===== src/rtl/core/shc_pkg.sv =====
package shc_pkg;

	localparam logic [31:0] IV0 = 32'h67452301;
	localparam logic [31:0] IV1 = 32'hEFCDAB89;
	localparam logic [31:0] IV2 = 32'h98BADCFE;
	localparam logic [31:0] IV3 = 32'h10325476;
	localparam logic [31:0] IV4 = 32'hC3D2E1F0;

	localparam logic [31:0] K0 = 32'h5A827999;
	localparam logic [31:0] K1 = 32'h6ED9EBA1;
	localparam logic [31:0] K2 = 32'h8F1BBCDC;
	localparam logic [31:0] K3 = 32'hCA62C1D6;

	localparam logic [7:0] PAD_BYTE = 8'h80;

	localparam logic [6:0] LAST_ROUND = 7'd79;
	localparam logic [6:0] ROUND_20   = 7'd20;
	localparam logic [6:0] ROUND_40   = 7'd40;
	localparam logic [6:0] ROUND_60   = 7'd60;
	localparam logic [2:0] LAST_WIDX  = 3'd4;
	localparam logic [5:0] LEN_POS    = 6'd56;
	localparam logic [5:0] END_POS    = 6'd63;

	typedef enum logic [2:0] {
		ST_IDLE,
		ST_PAD,
		ST_LEN,
		ST_ROUND,
		ST_ADD,
		ST_OUT
	} state_t;

	typedef enum logic [1:0] {
		SRC_DATA,
		SRC_PAD80,
		SRC_ZERO,
		SRC_LEN
	} src_t;

	typedef enum logic [1:0] {
		PH_CH,
		PH_PAR1,
		PH_MAJ,
		PH_PAR2
	} phase_t;

	typedef struct packed {
		logic   shift;
		src_t   src;
		logic   len_inc;
		logic   blen_load;
		logic   round_load;
		logic   round_en;
		phase_t phase;
		logic   chain_add;
		logic   chain_init;
		logic [2:0] widx;
	} cmd_t;

	typedef struct packed {
		logic pos_wrap;
		logic pos_56;
	} sts_t;

endpackage


===== src/rtl/core/shc_ctrl.sv =====
module shc_ctrl (
	input  logic         clk,
	input  logic         arst_n,
	input  logic         in_valid,
	output logic         in_ready,
	input  logic         byte_valid,
	input  logic         last,
	output logic         out_valid,
	input  logic         out_ready,
	input  shc_pkg::sts_t sts,
	output shc_pkg::cmd_t cmd
);
	import shc_pkg::*;

	state_t     st_q, st_d;
	logic [6:0] rnd_q, rnd_d;
	logic [2:0] widx_q, widx_d;
	logic       pad_q, pad_d;
	logic       sent80_q, sent80_d;
	logic       fin_q, fin_d;

	always_ff @(posedge clk or negedge arst_n) begin
		if (!arst_n) begin
			st_q     <= ST_IDLE;
			rnd_q    <= '0;
			widx_q   <= '0;
			pad_q    <= 1'b0;
			sent80_q <= 1'b0;
			fin_q    <= 1'b0;
		end else begin
			st_q     <= st_d;
			rnd_q    <= rnd_d;
			widx_q   <= widx_d;
			pad_q    <= pad_d;
			sent80_q <= sent80_d;
			fin_q    <= fin_d;
		end
	end

	always_comb begin
		st_d      = st_q;
		rnd_d     = rnd_q;
		widx_d    = widx_q;
		pad_d     = pad_q;
		sent80_d  = sent80_q;
		fin_d     = fin_q;
		in_ready  = 1'b0;
		out_valid = 1'b0;
		cmd       = '0;
		cmd.src   = SRC_DATA;
		cmd.widx  = widx_q;

		if (rnd_q < ROUND_20) begin
			cmd.phase = PH_CH;
		end else if (rnd_q < ROUND_40) begin
			cmd.phase = PH_PAR1;
		end else if (rnd_q < ROUND_60) begin
			cmd.phase = PH_MAJ;
		end else begin
			cmd.phase = PH_PAR2;
		end

		unique case (st_q)
			ST_IDLE: begin
				in_ready = 1'b1;
				if (in_valid) begin
					pad_d = last;
					if (byte_valid) begin
						cmd.shift   = 1'b1;
						cmd.src     = SRC_DATA;
						cmd.len_inc = 1'b1;
					end
					if (byte_valid && sts.pos_wrap) begin
						cmd.round_load = 1'b1;
						st_d           = ST_ROUND;
					end else if (last) begin
						st_d = ST_PAD;
					end
				end
			end
			ST_PAD: begin
				if (!sent80_q) begin
					cmd.shift = 1'b1;
					cmd.src   = SRC_PAD80;
					sent80_d  = 1'b1;
					if (sts.pos_wrap) begin
						cmd.round_load = 1'b1;
						st_d           = ST_ROUND;
					end
				end else if (sts.pos_56) begin
					cmd.blen_load = 1'b1;
					st_d          = ST_LEN;
				end else begin
					cmd.shift = 1'b1;
					cmd.src   = SRC_ZERO;
					if (sts.pos_wrap) begin
						cmd.round_load = 1'b1;
						st_d           = ST_ROUND;
					end
				end
			end
			ST_LEN: begin
				cmd.shift = 1'b1;
				cmd.src   = SRC_LEN;
				if (sts.pos_wrap) begin
					cmd.round_load = 1'b1;
					fin_d          = 1'b1;
					st_d           = ST_ROUND;
				end
			end
			ST_ROUND: begin
				cmd.round_en = 1'b1;
				if (rnd_q == LAST_ROUND) begin
					rnd_d = '0;
					st_d  = ST_ADD;
				end else begin
					rnd_d = rnd_q + 7'd1;
				end
			end
			ST_ADD: begin
				cmd.chain_add = 1'b1;
				widx_d        = '0;
				if (fin_q) begin
					st_d = ST_OUT;
				end else if (pad_q) begin
					st_d = ST_PAD;
				end else begin
					st_d = ST_IDLE;
				end
			end
			ST_OUT: begin
				out_valid = 1'b1;
				if (out_ready) begin
					if (widx_q == LAST_WIDX) begin
						cmd.chain_init = 1'b1;
						fin_d          = 1'b0;
						pad_d          = 1'b0;
						sent80_d       = 1'b0;
						widx_d         = '0;
						st_d           = ST_IDLE;
					end else begin
						widx_d = widx_q + 3'd1;
					end
				end
			end
			default: begin
				st_d = ST_IDLE;
			end
		endcase
	end

endmodule


===== src/rtl/core/shc_dp.sv =====
module shc_dp (
	input  logic          clk,
	input  logic          arst_n,
	input  shc_pkg::cmd_t cmd,
	input  logic [7:0]    data_byte,
	output shc_pkg::sts_t sts,
	output logic [31:0]   digest_word
);
	import shc_pkg::*;

	// blk_q holds W[t..t+15], W[t] in the top word
	logic [511:0] blk_q;
	logic [5:0]   pos_q;
	logic [63:0]  len_q;
	logic [63:0]  blen_q;
	logic [31:0]  h_q [5];
	logic [31:0]  a_q, b_q, c_q, d_q, e_q;

	logic [7:0]  byte_in;
	logic [31:0] f, k, t, w_new;
	logic [31:0] w0, w2, w8, w13;

	function automatic logic [31:0] rotl(input logic [31:0] v, input int unsigned n);
		rotl = (v << n) | (v >> (32 - n));
	endfunction

	assign w0  = blk_q[511:480];
	assign w2  = blk_q[447:416];
	assign w8  = blk_q[255:224];
	assign w13 = blk_q[95:64];
	assign w_new = rotl(w13 ^ w8 ^ w2 ^ w0, 1);

	always_comb begin
		unique case (cmd.src)
			SRC_DATA:  byte_in = data_byte;
			SRC_PAD80: byte_in = PAD_BYTE;
			SRC_ZERO:  byte_in = 8'h00;
			SRC_LEN:   byte_in = blen_q[63:56];
			default:   byte_in = 8'h00;
		endcase
	end

	always_comb begin
		unique case (cmd.phase)
			PH_CH: begin
				f = (b_q & c_q) | (~b_q & d_q);
				k = K0;
			end
			PH_PAR1: begin
				f = b_q ^ c_q ^ d_q;
				k = K1;
			end
			PH_MAJ: begin
				f = (b_q & c_q) | (b_q & d_q) | (c_q & d_q);
				k = K2;
			end
			PH_PAR2: begin
				f = b_q ^ c_q ^ d_q;
				k = K3;
			end
			default: begin
				f = b_q ^ c_q ^ d_q;
				k = K3;
			end
		endcase
	end

	assign t = rotl(a_q, 5) + f + e_q + k + w0;

	assign sts.pos_wrap = (pos_q == END_POS);
	assign sts.pos_56   = (pos_q == LEN_POS);
	assign digest_word  = h_q[cmd.widx];

	always_ff @(posedge clk or negedge arst_n) begin
		if (!arst_n) begin
			pos_q  <= '0;
			len_q  <= '0;
			h_q[0] <= IV0;
			h_q[1] <= IV1;
			h_q[2] <= IV2;
			h_q[3] <= IV3;
			h_q[4] <= IV4;
		end else begin
			if (cmd.shift) begin
				pos_q <= pos_q + 6'd1;
			end
			if (cmd.chain_init) begin
				len_q  <= '0;
				h_q[0] <= IV0;
				h_q[1] <= IV1;
				h_q[2] <= IV2;
				h_q[3] <= IV3;
				h_q[4] <= IV4;
			end else begin
				if (cmd.len_inc) begin
					len_q <= len_q + 64'd1;
				end
				if (cmd.chain_add) begin
					h_q[0] <= h_q[0] + a_q;
					h_q[1] <= h_q[1] + b_q;
					h_q[2] <= h_q[2] + c_q;
					h_q[3] <= h_q[3] + d_q;
					h_q[4] <= h_q[4] + e_q;
				end
			end
		end
	end

	always_ff @(posedge clk) begin
		if (cmd.shift) begin
			blk_q <= {blk_q[503:0], byte_in};
		end else if (cmd.round_en) begin
			blk_q <= {blk_q[479:0], w_new};
		end
		if (cmd.blen_load) begin
			blen_q <= {len_q[60:0], 3'b000};
		end else if (cmd.shift && cmd.src == SRC_LEN) begin
			blen_q <= {blen_q[55:0], 8'h00};
		end
		if (cmd.round_load) begin
			a_q <= h_q[0];
			b_q <= h_q[1];
			c_q <= h_q[2];
			d_q <= h_q[3];
			e_q <= h_q[4];
		end else if (cmd.round_en) begin
			a_q <= t;
			b_q <= a_q;
			c_q <= rotl(b_q, 30);
			d_q <= c_q;
			e_q <= d_q;
		end
	end

endmodule


===== src/rtl/core/sha1_hash_core_top.sv =====
// Channel | Dir | tdata            | tuser           | tlast
// s_*     | in  | [7:0] data_byte  | [0] byte_valid  | last
// m_*     | out | [31:0] digest_w  | [2:0] word_index| last_word
//
// A byte item is taken while s_tready is high; the item completing a 64-byte block
// then runs the 80 rounds and the chaining add.
// On a last item, padding goes in at one byte a cycle, paused while a padded block runs its rounds,
// plus a length load step; then five digest words go out, one a cycle while m_tready is high.
// s_tready is low from the last item until the fifth word is taken.
// arst_n clears control, byte count and block position and loads the chaining value with the IV at once.
module sha1_hash_core_top (
	input  logic        clk,
	input  logic        arst_n,
	input  logic        s_tvalid,
	output logic        s_tready,
	input  logic [7:0]  s_tdata,  // [7:0] data_byte
	input  logic        s_tuser,  // [0] byte_valid
	input  logic        s_tlast,
	output logic        m_tvalid,
	input  logic        m_tready,
	output logic [31:0] m_tdata,  // [31:0] digest_word
	output logic [2:0]  m_tuser,  // [2:0] word_index
	output logic        m_tlast
);
	import shc_pkg::*;

	cmd_t cmd;
	sts_t sts;

	shc_ctrl u_ctrl (
		.clk        (clk),
		.arst_n     (arst_n),
		.in_valid   (s_tvalid),
		.in_ready   (s_tready),
		.byte_valid (s_tuser),
		.last       (s_tlast),
		.out_valid  (m_tvalid),
		.out_ready  (m_tready),
		.sts        (sts),
		.cmd        (cmd)
	);

	shc_dp u_dp (
		.clk         (clk),
		.arst_n      (arst_n),
		.cmd         (cmd),
		.data_byte   (s_tdata),
		.sts         (sts),
		.digest_word (m_tdata)
	);

	assign m_tuser = cmd.widx;
	assign m_tlast = (cmd.widx == LAST_WIDX);

endmodule


===== config.mk =====
export PLATFORM = sky130hd
export DESIGN_NAME = sha1_hash_core_top
export DESIGN_NICKNAME = d
export VERILOG_FILES = /design/src/rtl/core/shc_pkg.sv /design/src/rtl/core/shc_ctrl.sv /design/src/rtl/core/shc_dp.sv /design/src/rtl/core/sha1_hash_core_top.sv
export SDC_FILE = /design/constraint.sdc
export NUM_CORES = 2
export LEC_CHECK = 0
export ABC_AREA = 1
export CORE_MARGIN = 3
export CORE_UTILIZATION = 45
export DETAILED_ROUTE_END_ITERATION = 8
export DONT_BUFFER_PORTS = 1
export SYNTH_ARGS = -nofsm -noshare
export SYNTH_HDL_FRONTEND = slang
export SYNTH_SLANG_ARGS = --single-unit

===== constraint.sdc =====
create_clock -name clk -period 35.9 [get_ports clk]
set_input_delay 7.18 -clock clk [delete_from_list [all_inputs] [get_ports clk]]
set_output_delay 7.18 -clock clk [all_outputs]
set_load 0.05 [all_outputs]

# Word-level counts from Yosys, hierarchy flattened
# Cells that the tools add are included.
# Widths: inputs -> output; s select.
totals:
  regBits: 979
  latchBits: 0
  mem_bits_rw: 0
  romBits: 0
  in_bits: 14
  output_inout_bits: 38
  elab_cells: 167
  n_memories: 0
op_classes:
  addsub: 13
  multipliers: 0
  div: 0
  order_cmp: 4
  n_eq_ne: 21
  shift: 0
  muxes: 72
  bitwise_logic: 17
  reduce_logical: 20
op_table:
  columns: ["operator", "n"]
  rows:
  - ["$mux 512", 2]
  - ["$mux 32", 12]
  - ["$mux 160", 2]
  - ["$add 32x32->32", 9]
  - ["$mux 64", 4]
  - ["$xor 32x32->32", 5]
  - ["$and 32x32->32", 4]
  - ["$pmux 32 s4", 1]
  - ["$bmux 32 s3", 1]
  - ["$or 32x32->32", 3]
  - ["$pmux 32 s3", 1]
  - ["$add 64x1->64 const B", 1]
  - ["$mux 3", 14]
  - ["$not 32->32", 1]
  - ["$or 32x1->32", 1]
  - ["$or 32x30->32", 1]
  - ["$or 32x5->32", 1]
  - ["$pmux 8 s4", 1]
  - ["$mux 1", 22]
  - ["$pmux 3 s6", 1]
  - ["$reduce_bool 2->1", 9]
  - ["$lt 7x6->1 const B", 2]
  - ["$eq 6x6->1 const B", 2]
  - ["$eq 3x3->1 const B", 3]
  - ["other kinds (29)", 44]

# Depth between registers and ports, before layout
logic_depth:
  ltp_word: 13
  depth_mapped: 31
  mapped_depth_nobuf: 28

# Modules after synthesis
# Synthesis repeated with hierarchy kept, for this count alone.
unflattened:
  hier_cells: 8023
  area_unflattened_um2: 62193.4
modules_own_cells:
  columns: ["mod", "n_inst", "cells_each", "area_per_inst_um2", "seq_area_each_um2"]
  rows:
  - ["shc_dp", 1, 7878, 61106.1, 27791.7]
  - ["shc_ctrl", 1, 142, 1073.5, 400.4]
  - ["sha1_hash_core_top", 1, 3, 13.8, 0.0]

# Worst setup path before layout
# Ideal clock, no wire load.
synth_timing:
  path_kind: "input to register"
  start: "input port s_tuser"
  end: "register u_dp.blk_q[0] (enable)"
  setup_ns: 3.693
  arrival_time_ns: 16.208
  required_time_ns: 32.207
  slack_ns: 15.999
  stages: 7
  path_buffers: 3
  cell_sequence: "nand3_2 > inv_2 > nor2_4 > buf_4 > buf_4 > buf_4 > nand2_1"
synth_between:
  elab_chain_cells: 4
synth_rtl:
  columns: ["item", "line_no", "source"]
  rows:
  - ["start: declaration", "sha1_hash_core_top.sv:17", "input logic s_tuser,"]
  - ["$mux 4", "shc_ctrl.sv:68", "if (byte_valid) begin"]
  - ["$mux 4", "shc_ctrl.sv:66", "if (in_valid) begin"]
  - ["$pmux 3 s3", "shc_ctrl.sv:63", "unique case (st_q)"]
  - ["$reduce_bool 2->1 (no source line)", null, null]
  - ["end signal: assignment", "shc_dp.sv:111", "blk_q <= {blk_q[503:0], byte_in};"]
  - ["end signal: assignment", "shc_dp.sv:113", "blk_q <= {blk_q[479:0], w_new};"]
  - ["end: declaration", "shc_dp.sv:12", "logic [511:0] blk_q;"]
# No other way between the ends.
# A chain may end at the register's enable or synchronous reset.

# Final worst setup path
layout_timing:
  start: "input port s_tvalid"
  end: "register u_dp.e_q[1] (enable)"
layout_between:
  elab_chain_cells: 3
layout_rtl:
  columns: ["item", "line_no", "source"]
  rows:
  - ["start: declaration", "sha1_hash_core_top.sv:14", "input logic s_tvalid,"]
  - ["$mux 1", "shc_ctrl.sv:66", null]
  - ["$pmux 1 s3", "shc_ctrl.sv:63", null]
  - ["$reduce_bool 2->1 (no source line)", null, null]
  - ["end signal: assignment", "shc_dp.sv:125", "e_q <= h_q[4];"]
  - ["end signal: assignment", "shc_dp.sv:131", "e_q <= d_q;"]
  - ["end: declaration", "shc_dp.sv:17", "logic [31:0] a_q, b_q, c_q, d_q, e_q;"]
# No other way between the ends.

==> metrics.md <==
| Metric | Value |
|---|---|
| Status | `finished with violations` |
| Failing checks | `DRC` |
| Int Power | `1.921 mW` |
| Initial DRT Pass Iterations | `9` |
| First-pass GRT wire length | `298.7 mm` |
| Reg-to-Reg End | `u_dp.a_q[19]$_DFFE_PP_` |
| Hold-fix buffers at CTS | `0` |
| Maximum clock path buffer count | `3` |
| Crit-path max FO | `214` |
| EDFF count, synth | `733` |
| Initial antenna violation count | `6` |
| MaxCap Viol Count | `0` |
| RR Startpoint | `u_ctrl.rnd_q[3]$_DFFE_PN0P_` |
| DR vias/cell | `5.392` |
| P per Cell Area | `36.27 nW/um^2` |
| Design area | `66790 sq um` |
| Clk_skew | `0.04270 ns` |
| Synth Flop Type | `edfxtp_1` |
| Via count | `51610` |
| IO Port Bufs | `0` |
| Flop pwr share | `49.6%` |
| Routed len/inst | `20.65 microns` |
| Worst Reg2Reg Path Length in Cells | `23` |
| Largest net degree at the start of global routing | `245` |
| Core area | `135600 sq um` |
| Clk sinks | `976` |
| CP Data Arrival Time | `11.97 ns` |
| Post-synth cell types | `54` |
| Critical Setup Path Class | `in -> reg` |
| Initial core utilization | `45.42%` |
| TritonCTS Buffers | `112` |
| Chip height | `376.0 microns` |
| Reg2Reg Setup Slack | `28.68 ns` |
| Synth Net Count | `8138` |
| Total GRT Usage | `27.73%` |
| Switching share of power | `20.68%` |
| Slew Limit Fails | `0` |
| Final period utilization | `32.39%` |
| Dpl hpwl | `147.6 mm` |
| Max Clock Freq | `86.01 MHz` |
| Placed cell area | `62870 sq um` |
| Worst Path Required | `36.24 ns` |
| Post-Syn Area | `61610 sq um` |
| Vias in the first global route | `49080` |
| CP Capture Point | `u_dp.e_q[1]$_DFFE_PP_` |
| Worst setup path startpoint | `s_tvalid` |
| Worst setup SP type | `input port` |
| Crit. End Element | `flop` |
| Die Width | `376.0 microns` |
| Max_slew headroom | `9.704%` |
| Slew @ Worst Pin | `1.345 ns` |
| RSZ-0062 raised after global routing | `false` |
| H-tree depth | `3` |
| Cell count after synthesis | `7793` |
| Total global routing overflow | `0` |
| Clock transition at path regs | `0.06 ns` |
| TNS Setup | `0 ns` |
| Post-DRT Antenna Nets | `0` |
| Die area | `141400 sq um` |
| Root buf cell | `clkbuf_16` |
| Pleak | `31.99 nW` |
| Final setup viols | `0` |
| Post-CTS Repair Setup Buffers | `0` |
| Area Overhead vs Synth | `8.405%` |
| Boundary Pins | `52` |
| Avg Inst Size Synth | `7.906 sq um` |
| Yosys Warn Count | `0` |
| Post-synth ARST share | `24.90%` |
| Worst skew pair latency | `0.75 ns` |
| Final #Nets | `8034` |
| Type of the worst min-delay path | `reg -> reg` |
| CTS tree | `done` |
| Drt drc | `4` |
| Combinational share of power | `0%` |
| Cell Rows | `135` |
| Wirelength, routed | `197.6 mm` |
| Final Wtd Congestion | `0.9909` |
| FF+latch count, synth | `976` |
| P_sw | `0.5008 mW` |
| Drt initial violations | `5437` |
| Min cycle time layout | `11.63 ns` |
| Layout cell share with drive strength beyond 1 | `4.687%` |
| Max VDD drop | `36.01 uV` |
| Post-cts repair resize count | `0` |
| Sequential cell area fraction in the yosys report | `45.76%` |
| Share of total power in the clock network | `50.4%` |
| Final hold violation count | `0` |
[cell usage in the layout, fill, tap and decap left out, types with 6 or more instances in the layout]
master | Yosys | layout
a21oi_1 | 339 | 339
nand4_1 | 81 | 81
xor2_1 | 68 | 68
clkinv_1 | 1 | 14
mux2_2 | 25 | 25
buf_4 | 66 | 35
dfstp_2 | 80 | 80
inv_1 | 965 | 964
fa_1 | 125 | 125
nor4_1 | 15 | 15
nand3b_1 | 16 | 16
bufinv_16 | 0 | 15
o21bai_1 | 35 | 35
clkinv_2 | 0 | 18
and2_1 | 19 | 19
o22ai_1 | 50 | 50
o21ai_1 | 131 | 163
ha_1 | 206 | 205
inv_6 | 0 | 6
clkbuf_1 | 84 | 26
a22oi_1 | 17 | 17
dfrtp_1 | 163 | 161
nand3_1 | 360 | 359
nor3_1 | 73 | 73
or2_2 | 10 | 10
nor2_1 | 402 | 402
clkbuf_16 | 0 | 114
inv_2 | 12 | 12
edfxtp_1 | 733 | 733
clkbuf_8 | 0 | 12
nand2_1 | 3040 | 3036
xnor2_1 | 95 | 95
o21ai_0 | 417 | 385
[flip-flops by register name, summed over array words and instances, names as in the netlist]
name / flops
u_ctrl.fin_q: 1
u_ctrl.pad_q: 1
u_ctrl.rnd_q: 7
u_ctrl.sent80_q: 1
u_ctrl.st_q: 3
u_ctrl.widx_q: 3
u_dp.a_q: 32
u_dp.b_q: 32
u_dp.blen_q: 61
u_dp.blk_q: 512
u_dp.c_q: 32
u_dp.d_q: 32
u_dp.e_q: 32
u_dp.h_q: 160
u_dp.len_q: 61
u_dp.pos_q: 6
[cell families (layout without fill, tap and decap cells)]
family,Yosys count,after routing,share of synthesized area [%]
adders and majority gates,331,331,8.245
xor gates and xnor gates,163,163,2.317
AOI/OAI and AO/OA,1021,1021,8.759
DFF,976,976,45.76
muxes,25,25,0.4569
buffers and inverters,1234,1229,8.148
other,0,3,0
and+or+nand+nor,4043,4043,26.32
[critical path: stages]
cell and delay (ns):
nand3_2 0.14, inv_2 0.60, nor2_4 0.14, buf_12 0.34, inv_16 0.53, nand2_8 0.55, nand2_4 0.68, buf_4 0.86
buf_4 0.75
[synthesized netlist by cell type (3+ instances only)]
cell      number  area [sq um]
o22ai_1       50         312.8
nor2_2         3         18.77
xor2_1        68         595.6
nor2_4         3         33.78
inv_2         12         45.04
nor3_1        73         365.4
nand4_1       81         506.7
a21oi_1      339          1697
clkbuf_1      84         315.3
buf_1         10         37.54
and2_1        19         118.9
ha_1         206          2577
nand3b_1      16         120.1
buf_2         92         460.4
nand3_1      360          1802
o21bai_1      35         262.8
or2_2         10         62.56
buf_4         66         495.5
mux2_2        25         281.5
fa_1         125          2502
a31oi_1        4         25.02
o211ai_1       5         37.54
or2_1          5         31.28
a21o_1         5         37.54
a221o_1        3         30.03
and3_1         5         31.28
dfrtp_1      163          4079
nor3_2         5         50.05
a22oi_1       17         127.6
a211oi_1       3         22.52
buf_6          3         33.78
nand2_1     3040         11410
nor2_1       402          1509
o21ai_1      131         655.6
o21ai_0      417          2087
dfstp_2       80          2102
nor4_1        15         93.84
edfxtp_1     733         22010
xnor2_1       95         832.1
inv_1        965          3622
[stage by stage]
step / utilization, % / hold WS (ns) / std cells / setup WS [ns] / total power [mW]
detailed placement: 46.35 / 0.4734 / 9356 / 23.48 / 1.224
finish: 49.24 / 0.4840 / 9572 / 24.27 / 2.422
global route: 49.24 / 0.5049 / 9570 / 23.95 / 2.487
global placement: 46.35 / 0.4610 / 9356 / 23.53 / 1.224
CTS: 49.24 / 0.4861 / 9569 / 24.26 / 2.445
floorplan: - / 0.4451 / 7793 / 16.00 / 1.224
[routing by layer]
metal	GRT usage, %	share of wire [%]	vias up
met5	0	0.017	-
met4	11.39	4.7	4
met3	5.551	8.4	417
met2	42.53	44	1899
met1	38.49	43	24320
li1	-	-	24980
[worst min-delay path by stage]
stage	startpoint	endpoint	slack, ns	cells after the start
final	u_dp.pos_q[4]$_DFFE_PN0P_	u_dp.pos_q[4]$_DFFE_PN0P_	0.48	1
after global routing	u_dp.pos_q[4]$_DFFE_PN0P_	u_dp.pos_q[4]$_DFFE_PN0P_	0.50	1
after CTS	u_dp.pos_q[4]$_DFFE_PN0P_	u_dp.pos_q[4]$_DFFE_PN0P_	0.49	1
after detailed placement	u_dp.pos_q[4]$_DFFE_PN0P_	u_dp.pos_q[4]$_DFFE_PN0P_	0.47	1
after global placement	u_dp.pos_q[4]$_DFFE_PN0P_	u_dp.pos_q[4]$_DFFE_PN0P_	0.46	1
after floorplan	u_dp.pos_q[4]$_DFFE_PN0P_	u_dp.pos_q[4]$_DFFE_PN0P_	0.45	1
[layout make-up]
class                      instances  area (sq um)
fill                           13350         68850
multi-input combinational       5583         28450
sequential                       976         28190
inverter                         979          3694
clock buffer                     152          3115
tap                             1781          2228
clock inverter                    61         799.5
timing repair buffer              37         302.8
antenna                            3         7.507
[power groups by stage]
stage,clock network (mW),logic (mW),registers [mW]
6_report,1.22,0.0000565,1.20
5_1_grt,1.29,0.0000652,1.20
4_1_cts,1.24,0.0000578,1.20
3_5_place_dp,0,0.0000571,1.22
3_3_place_gp,0,0.0000603,1.22
2_1_floorplan,0,0.0000489,1.22
(Power assumes the default switching activity.)
